`config.mk`:
```
export PLATFORM = sky130hd
export DESIGN_NAME = utf8_stream_validator
export DESIGN_NICKNAME = d
export VERILOG_FILES = /design/src/sv/u8v_pkg.sv /design/src/sv/utf8_stream_validator.sv
export SDC_FILE = /design/constraint.sdc
export NUM_CORES = 1
export LEC_CHECK = 0
export BUFFER_PORTS_ARGS = -buffer_cell sky130_fd_sc_hd__buf_2
export CORE_UTILIZATION = 45
export DETAILED_ROUTE_END_ITERATION = 6
export PLACE_DENSITY = 0.7
export SETUP_SLACK_MARGIN = 0.05
export SKIP_LAST_GASP = 1
export SLEW_MARGIN = 20
export SYNTH_ARGS = -nofsm -noshare
export SYNTH_HDL_FRONTEND = slang
export SYNTH_SLANG_ARGS = --single-unit
```
`constraint.sdc`:
```
create_clock -name clk -period 1.5 [get_ports clk]
set_input_delay 0.3 -clock clk [delete_from_list [all_inputs] [get_ports clk]]
set_output_delay 0.3 -clock clk [all_outputs]
set_load 0.01 [all_outputs]
```
`src/sv/u8v_pkg.sv`:
```
// Shared types and byte constants for the UTF-8 stream validator.
`default_nettype none

package u8v_pkg;

  // Restriction applied to the byte after a lead byte
  typedef enum logic [2:0] {
    RULE_NONE = 3'd0,
    RULE_E0   = 3'd1,
    RULE_ED   = 3'd2,
    RULE_F0   = 3'd3,
    RULE_F4   = 3'd4
  } rule_t;

  // Input beat kind
  localparam logic ACT_BYTE = 1'b0;
  localparam logic ACT_END  = 1'b1;

  // Byte classes
  localparam logic [7:0] CONT_MASK = 8'hC0;
  localparam logic [7:0] CONT_TAG  = 8'h80;
  localparam logic [7:0] ASCII_MAX = 8'h7F;
  localparam logic [7:0] LEAD2_MIN = 8'hC2;
  localparam logic [7:0] LEAD2_MAX = 8'hDF;
  localparam logic [7:0] LEAD3_MIN = 8'hE0;
  localparam logic [7:0] LEAD3_MAX = 8'hEF;
  localparam logic [7:0] LEAD4_MIN = 8'hF0;
  localparam logic [7:0] LEAD4_MAX = 8'hF4;
  localparam logic [7:0] LEAD_ED   = 8'hED;

  // Second-byte limits
  localparam logic [7:0] E0_LOW  = 8'hA0;
  localparam logic [7:0] ED_HIGH = 8'h9F;
  localparam logic [7:0] F0_LOW  = 8'h90;
  localparam logic [7:0] F4_HIGH = 8'h8F;

endpackage

`default_nettype wire

```
`src/sv/utf8_stream_validator.sv`:
```
// UTF-8 stream validator: input register, one-pass check, result register.
`default_nettype none

// An accepted beat is decoded from the input register into the result register at out_.
// Throughput: one beat per clock; while a result waits the input register
// can take one more beat, and the input stalls once that register is full too.
// The combinational decode between the two registers sets that rate.
// Reset (synchronous, rst_n low) empties both registers and clears the
// pending count, second-byte rule and sticky error.
module utf8_stream_validator (
  input  wire  clk,
  input  wire  rst_n,
  input  wire  in_valid,
  output logic in_stall,
  input  wire  in_action,
  input  wire  [7:0] in_text_byte,
  output logic out_valid,
  input  wire  out_stall,
  output logic out_error_seen,
  output logic out_done_res,
  output logic out_text_valid
);
  import u8v_pkg::*;

  // Input register
  logic       s1_valid_r, s1_valid_nxt;
  logic       s1_action_r;
  logic [7:0] s1_byte_r;

  // Text state
  logic [1:0] pending_r, pending_nxt;
  rule_t      rule_r, rule_nxt;
  logic       err_r, err_nxt;

  // Result register
  logic out_valid_r, out_valid_nxt;
  logic out_error_seen_r, out_error_seen_nxt;
  logic out_done_res_r, out_done_res_nxt;
  logic out_text_valid_r, out_text_valid_nxt;

  logic in_accept;
  logic s2_free;
  logic s1_adv;
  logic is_cont;
  logic rule_ok;
  logic text_ok;

  // Handshake
  assign s2_free   = !out_valid_r || !out_stall;
  assign s1_adv    = s1_valid_r && s2_free;
  assign in_stall  = s1_valid_r && !s2_free;
  assign in_accept = in_valid && !in_stall;

  assign s1_valid_nxt  = in_accept ? 1'b1 : (s1_valid_r && !s1_adv);
  assign out_valid_nxt = s1_adv ? 1'b1 : (out_valid_r && out_stall);

  // Byte classification
  assign is_cont = (s1_byte_r & CONT_MASK) == CONT_TAG;

  always_comb begin
    unique case (rule_r)
      RULE_NONE: rule_ok = 1'b1;
      RULE_E0:   rule_ok = s1_byte_r >= E0_LOW;
      RULE_ED:   rule_ok = s1_byte_r <= ED_HIGH;
      RULE_F0:   rule_ok = s1_byte_r >= F0_LOW;
      RULE_F4:   rule_ok = s1_byte_r <= F4_HIGH;
      default:   rule_ok = 1'b1;
    endcase
  end

  assign text_ok = !err_r && (pending_r == 2'd0);

  // Next text state and result
  always_comb begin
    pending_nxt        = pending_r;
    rule_nxt           = rule_r;
    err_nxt            = err_r;
    out_error_seen_nxt = out_error_seen_r;
    out_done_res_nxt   = out_done_res_r;
    out_text_valid_nxt = out_text_valid_r;
    if (s1_adv) begin
      if (s1_action_r == ACT_END) begin
        pending_nxt        = 2'd0;
        rule_nxt           = RULE_NONE;
        err_nxt            = 1'b0;
        out_error_seen_nxt = !text_ok;
        out_done_res_nxt   = 1'b1;
        out_text_valid_nxt = text_ok;
      end else begin
        if (!err_r) begin
          if (pending_r != 2'd0) begin
            // continuation byte expected
            if (!is_cont || !rule_ok) begin
              err_nxt     = 1'b1;
              pending_nxt = 2'd0;
              rule_nxt    = RULE_NONE;
            end else begin
              pending_nxt = pending_r - 2'd1;
              rule_nxt    = RULE_NONE;
            end
          end else if (s1_byte_r == 8'h00) begin
            err_nxt = 1'b1;
          end else if (s1_byte_r <= ASCII_MAX) begin
            // plain ASCII, nothing to track
          end else if (s1_byte_r >= LEAD2_MIN && s1_byte_r <= LEAD2_MAX) begin
            pending_nxt = 2'd1;
            rule_nxt    = RULE_NONE;
          end else if (s1_byte_r >= LEAD3_MIN && s1_byte_r <= LEAD3_MAX) begin
            pending_nxt = 2'd2;
            rule_nxt    = (s1_byte_r == LEAD3_MIN) ? RULE_E0 :
                          (s1_byte_r == LEAD_ED)   ? RULE_ED : RULE_NONE;
          end else if (s1_byte_r >= LEAD4_MIN && s1_byte_r <= LEAD4_MAX) begin
            pending_nxt = 2'd3;
            rule_nxt    = (s1_byte_r == LEAD4_MIN) ? RULE_F0 :
                          (s1_byte_r == LEAD4_MAX) ? RULE_F4 : RULE_NONE;
          end else begin
            err_nxt = 1'b1;
          end
        end
        out_error_seen_nxt = err_nxt;
        out_done_res_nxt   = 1'b0;
        out_text_valid_nxt = 1'b0;
      end
    end
  end

  // Control registers
  always_ff @(posedge clk) begin
    if (!rst_n) begin
      s1_valid_r  <= 1'b0;
      out_valid_r <= 1'b0;
      pending_r   <= 2'd0;
      rule_r      <= RULE_NONE;
      err_r       <= 1'b0;
    end else begin
      s1_valid_r  <= s1_valid_nxt;
      out_valid_r <= out_valid_nxt;
      pending_r   <= pending_nxt;
      rule_r      <= rule_nxt;
      err_r       <= err_nxt;
    end
  end

  // Payload registers
  always_ff @(posedge clk) begin
    if (in_accept) begin
      s1_action_r <= in_action;
      s1_byte_r   <= in_text_byte;
    end
    out_error_seen_r <= out_error_seen_nxt;
    out_done_res_r   <= out_done_res_nxt;
    out_text_valid_r <= out_text_valid_nxt;
  end

  assign out_valid      = out_valid_r;
  assign out_error_seen = out_error_seen_r;
  assign out_done_res   = out_done_res_r;
  assign out_text_valid = out_text_valid_r;

  // A second-byte rule only exists right after a 3- or 4-byte lead
  a_rule_needs_pending: assert property (@(posedge clk) disable iff (!rst_n)
    (rule_r != RULE_NONE) |-> (pending_r >= 2'd2))
    else $error("second-byte rule set without a multi-byte lead");

  // Once an error is latched, sequence tracking is parked
  a_err_parks_state: assert property (@(posedge clk) disable iff (!rst_n)
    err_r |-> (pending_r == 2'd0 && rule_r == RULE_NONE))
    else $error("sequence state active after error");

  // Verdict beat: text_valid is the inverse of the error flag
  a_verdict_consistent: assert property (@(posedge clk) disable iff (!rst_n)
    (out_valid_r && out_done_res_r) |-> (out_text_valid_r == !out_error_seen_r))
    else $error("verdict disagrees with error flag");

  // Byte beats never claim a valid text
  a_byte_no_verdict: assert property (@(posedge clk) disable iff (!rst_n)
    (out_valid_r && !out_done_res_r) |-> !out_text_valid_r)
    else $error("text_valid set on a byte beat");

  // Input only stalls while the input register holds a beat
  a_stall_only_full: assert property (@(posedge clk) disable iff (!rst_n)
    in_stall |-> s1_valid_r)
    else $error("input stalled with empty input register");

endmodule

`default_nettype wire
```
# After elaboration in Yosys (flattened, before gate mapping)
# Index checks and enable logic that the tools add are counted.
# word_totals
romBits,0
ff_bits,20
ram_bits,0
latch_bits,0
mem_count,0
elab_cells,94
# op_classes
multipliers,0
n_reduce_logical,25
n_mux,35
bitwise,0
magnitude_cmp,11
shifts,0
div,0
eq_ne,12
add_sub_neg,1
# ops
operator,n
$ge A8 B8 Y1 const B,5
$le A8 B8 Y1 const B,5
$eq A8 B8 Y1 const B,4
$mux W3,10
$mux W2,11
$mux W1,13
$logic_and A1 B1 Y1,9
$logic_not A1 Y1,9
$le A8 B7 Y1 const B,1
$logic_not A8 Y1,1
$eq A3 B2 Y1 const B,2
$ne A3 B3 Y1 const B,2
$reduce_and A5 Y1,1
$reduce_bool A5 Y1,1
$pmux W1 S4,1
$eq A3 B1 Y1 const B,1
$eq A3 B3 Y1 const B,1
$eq A2 B2 Y1 const B,1
$logic_not A2 Y1,1
$logic_or A1 B1 Y1,2
$ne A2 B2 Y1 const B,1
$reduce_bool A2 Y1,1
$sub A2 B1 Y2 const B,1

# Logic depth before layout (Yosys ltp)
# depth
ltp_word,11
ltp_mapped,7

# Worst setup path before layout
# OpenSTA, ideal clock, no wires.
# synth_timing
path_kind,register to register
startpoint,reg s1_byte_r[0]
endpoint,reg pending_r[0]
period_less_slack_ps,1528
path_buffers,0
t_arrival_ps,1433
path_slack_ps,-28
path_stages_with_launch,5
setup_time_ps,95
required_ps,1405
cell_sequence,edfxtp_1 -> o21a_1 -> o32a_1 -> or4b_1 -> o311ai_1
# synth_via
elab_chain_len,9
# synth_rtl
item,line_no,rtl
start: declaration,utf8_stream_validator.sv:28,logic [7:0] s1_byte_r;
start signal: assignment,utf8_stream_validator.sv:148,s1_byte_r <= in_text_byte;
$ge A8 B8 Y1 / $le A8 B8 Y1 (equally long branches),utf8_stream_validator.sv:108,end else if (s1_byte_r >= LEAD3_MIN && s1_byte_r <= LEAD3_MAX) begin
$logic_and A1 B1 Y1,utf8_stream_validator.sv:108,
$mux W2,utf8_stream_validator.sv:108,
$mux W2,utf8_stream_validator.sv:105,end else if (s1_byte_r >= LEAD2_MIN && s1_byte_r <= LEAD2_MAX) begin
$mux W2,utf8_stream_validator.sv:103,end else if (s1_byte_r <= ASCII_MAX) begin
$mux W2,utf8_stream_validator.sv:101,end else if (s1_byte_r == 8'h00) begin
$mux W2,utf8_stream_validator.sv:91,if (pending_r != 2'd0) begin
$mux W2,utf8_stream_validator.sv:90,if (!err_r) begin
$mux W2,utf8_stream_validator.sv:82,if (s1_action_r == ACT_END) begin
end signal: assignment,utf8_stream_validator.sv:138,pending_r <= pending_nxt;
end: declaration,utf8_stream_validator.sv:31,"logic [1:0] pending_r, pending_nxt;"
# Parallel ways exist; a longest one is shown, timed or not. The select of a mux whose other input is x is not followed.
# A chain may end at the register's enable or synchronous reset.

# Worst setup path after layout
# layout_timing
startpoint,reg s1_byte_r[3]
endpoint,reg pending_r[0]
# The elaborated chain is that of the path after synthesis.

==> Flow_metrics.wiki <==
{| class="wikitable"
! Metric !! Value
|-
| Estimated wirelength of the detail-placed design || about 1500 microns
|-
| Share of synthesized area occupied by flip-flops and latches || 55.2%
|-
| Total power after layout || 1170 uW
|-
| Leading register cell type out of synthesis || sky130_fd_sc_hd__edfxtp_1
|-
| Final Cycle Share || 110%
|-
| Maximum net fanout on the critical path || 3
|-
| Total via count after detailed routing || between 800 and 900
|-
| Startpoint of the most critical hold path || in_text_byte[0]
|-
| RSZ-0062 raised after global routing || yes
|-
| I/O pins || 18
|-
| Result of the run || complete, but fails checks
|-
| FF-to-FF path depth || 4
|-
| Die X || roughly 48 microns
|-
| Final core utilization || 69.3%
|-
| Area of placed instances || 0.00121 sq mm
|-
| Transition time at the pin with the least slew margin || 0.409 ns
|-
| GPL Wtd Cong || 0.849
|-
| Leak || 0.000558 uW
|-
| Total die area || between 0.002 and 0.0025 sq mm
|-
| Total gr overflow || 0
|-
| Std cell rows || 16
|-
| Async SR Flop Fraction || 0%
|-
| Syn Inst Count || 87
|-
| Core footprint || just under 0.002 sq mm
|-
| Number of antenna-violating nets in the routed design || 0
|-
| Post-route setup TNS || -0.424 ns
|-
| Number of antenna violations at the first check in global routing || 0
|-
| Hold violation total from the final report || 0
|-
| Cell depth of the worst hold path || 1
|-
| Wire length of the first global-routing pass || 3020 microns
|-
| Synth-to-Final Area Change || 44.4%
|-
| H-tree levels || 1
|-
| Failing checks || setup timing
|-
| Synth area leader || sky130_fd_sc_hd__edfxtp_1
|-
| Slack of the critical path || -0.148 ns
|-
| Final Net Count || 148
|-
| Maximum count of clock buffers along a single path || 2
|-
| Number of DRC violations after detailed routing || 0
|-
| Post-synthesis sequential element count || 20
|-
| Commonest cells after routing, fill and taps aside || 24 x sky130_fd_sc_hd__buf_4, 17 x sky130_fd_sc_hd__buf_2, 12 x sky130_fd_sc_hd__edfxtp_1
|-
| Data required, critical path || 1.71 ns
|-
| Largest net degree at the start of global routing || 12
|-
| Element type at the critical path end || register
|-
| Yosys warning total || 0
|-
| Router iterations before antenna repair || 4
|-
| Clock tree sinks || 20
|-
| Violation count after the first detailed-routing iteration || 14
|-
| Worst path arrival time || 1.85 ns
|-
| Maximum achievable frequency || 0.607 GHz
|-
| Proportion of layout cells with a drive suffix above 1 || between 40% and 50%
|-
| Hold EP || s1_byte_r[0]
|-
| Fin Hold WS || around 0.16 ns
|-
| R2r endpoint || pending_r[0]
|-
| Root Driver || sky130_fd_sc_hd__clkbuf_4
|-
| Global-route usage over all layers || between 10% and 20%
|-
| Area share of the leading cell type in the synthesized netlist || 38.2%
|-
| Hold WC Path Type || primary input to register
|-
| Worst relative slew slack || 72.4%
|-
| Clock tree skew after final layout || 0.00213 ns
|-
| Starting density of the core || 48.0%
|-
| Via density || 5.54
|-
| Top area cells in the synthesized netlist || sky130_fd_sc_hd__edfxtp_1 38%, sky130_fd_sc_hd__dfxtp_1 17%, sky130_fd_sc_hd__nand2_1 4.0%, sky130_fd_sc_hd__nor2b_1 3.3%, sky130_fd_sc_hd__o21a_1 2.4%
|-
| Critical Path Source Type || register
|-
| Launch instance of the worst register-to-register path || s1_byte_r[3]
|-
| Number of slew-limit violations in the final report || 0
|-
| Number of synthesized flops with an enable pin || 12
|-
| Post-route minimum period || 1.65 ns
|-
| Clock tree from TritonCTS || yes
|-
| Routed wire per std cell || around 14 microns
|-
| Sum of routed wire length over all layers || 2240 microns
|-
| Startpoint-to-endpoint class of the critical path || register to register
|-
| Clk slew on worst S/H paths || 0.11 ns
|-
| Power Density || 862 mW/mm^2
|-
| Source-to-sink clock delay at the later pin of the worst-skew pair || approximately 0.31 ns
|-
| Die span in y || 47.8 microns
|-
| Most common cell after layout, fill and taps aside || sky130_fd_sc_hd__buf_4
|-
| Max-capacitance violation count || 0
|-
| Average cell area after synthesis || approximately 11 sq um
|-
| Post-Synthesis Cell Area || 942 sq um
|-
| Fillers || 166
|-
| Worst ir drop on vdd || approximately 0.67 mV
|-
| Library cells used by synthesis || 38
|-
| Antenna cell count || 0
|-
| Mapped Nets || 101
|-
| Final design area excluding fillers || 0.00136 sq mm
|-
| Number of buffers added on ports || 17
|-
| Setup slack of the worst register-to-register path || -0.15 ns
|-
| Final setup violation count || 5
|-
| CTS buffer count || 3
|-
| Vias in the first global route || ~740
|}
critical path, cell delays in order, from the launching register on:
cell	delay [ns]
sky130_fd_sc_hd__edfxtp_1	0.46
sky130_fd_sc_hd__buf_4	0.17
sky130_fd_sc_hd__o32a_1	0.33
sky130_fd_sc_hd__or4b_1	0.49
sky130_fd_sc_hd__o311ai_1	0.10
state kept, by name, summed over array words and instances, names as in the netlist:
name and cells:
err_r 1, out_valid 1, out_text_valid 1, s1_valid_r 1
s1_byte_r 8, rule_r 3, s1_action_r 1, pending_r 2
out_done_res 1, out_error_seen 1
synth_stat cells, types with 2 or more instances:
cell type                  instances
sky130_fd_sc_hd__nor2b_1           5
sky130_fd_sc_hd__a21oi_1           3
sky130_fd_sc_hd__o211a_1           2
sky130_fd_sc_hd__nor3_1            2
sky130_fd_sc_hd__edfxtp_1         12
sky130_fd_sc_hd__o21ai_0           2
sky130_fd_sc_hd__inv_1             4
sky130_fd_sc_hd__nor2_1            3
sky130_fd_sc_hd__o21a_1            3
sky130_fd_sc_hd__nand4_1           3
sky130_fd_sc_hd__a211o_1           2
sky130_fd_sc_hd__nor4_1            2
sky130_fd_sc_hd__dfxtp_1           8
sky130_fd_sc_hd__and3_1            2
sky130_fd_sc_hd__o211ai_1          2
sky130_fd_sc_hd__nand2_1          10
power breakdown:
group	switching (uW)	leakage, uW	internal [uW]
logic	97.3	0.000356	118
clock network	168	0.0000210	148
registers	24.9	0.000182	616
stage by stage:
stage	cells	setup slack (ns)
after floorplan	87	0.00749
after global placement	149	-0.0770
after detailed placement	149	-0.116
after CTS	158	-0.119
after global routing	160	-0.199
final	160	-0.148
what timing repair did:
| item | CTS | global route |
|---|---|---|
| buffers inserted | 5 | 2 |
| hold buffers | 0 | 0 |
| gates resized for setup | 7 | 7 |
| setup endpoints to repair | 7 | 7 |
| pin swaps | 4 | 3 |
cell type report:
class / instances / area, sq um / share of cell area, %
Timing Repair Buffer: 43 / 288 / 21.2
Multi-Input combinational cell: 61 / 463 / 34.0
Tap cell: 27 / 33.8 / 2.48
Sequential cell: 20 / 520 / 38.3
Inverter: 5 / 18.8 / 1.38
Clock buffer: 4 / 36.3 / 2.67
cells by family (layout without fill, tap and decap cells):
| logic type | after synthesis | after routing | share of synthesized area [%] |
|---|---|---|---|
| AOI/OAI and AO/OA | 23 | 23 | 18.3 |
| adders and majority gates | 1 | 1 | 1.33 |
| buffers and inverters | 6 | 52 | 2.52 |
| DFF | 20 | 20 | 55.2 |
| muxes | 1 | 1 | 1.06 |
| and+or+nand+nor | 36 | 36 | 21.5 |
layer usage:
layer,wire length [microns],GRT usage (%)
met1,916,23.4
met2,1220,33.5
met3,95,4.15
met4,14,11.7
met5,0,0
worst max path at each step:
stage                            start            to  slack, ns  depth (start not counted)
after global placement    s1_byte_r[2]  pending_r[0]      -0.08                          5
after floorplan           s1_byte_r[0]  pending_r[0]      0.007                          4
after CTS                 s1_byte_r[3]  pending_r[0]      -0.12                          4
final                     s1_byte_r[3]  pending_r[0]      -0.15                          4
after global routing      s1_byte_r[3]  pending_r[0]      -0.20                          4
after detailed placement  s1_byte_r[3]  pending_r[0]      -0.12                          5
Power figures use the tool's default switching activity.
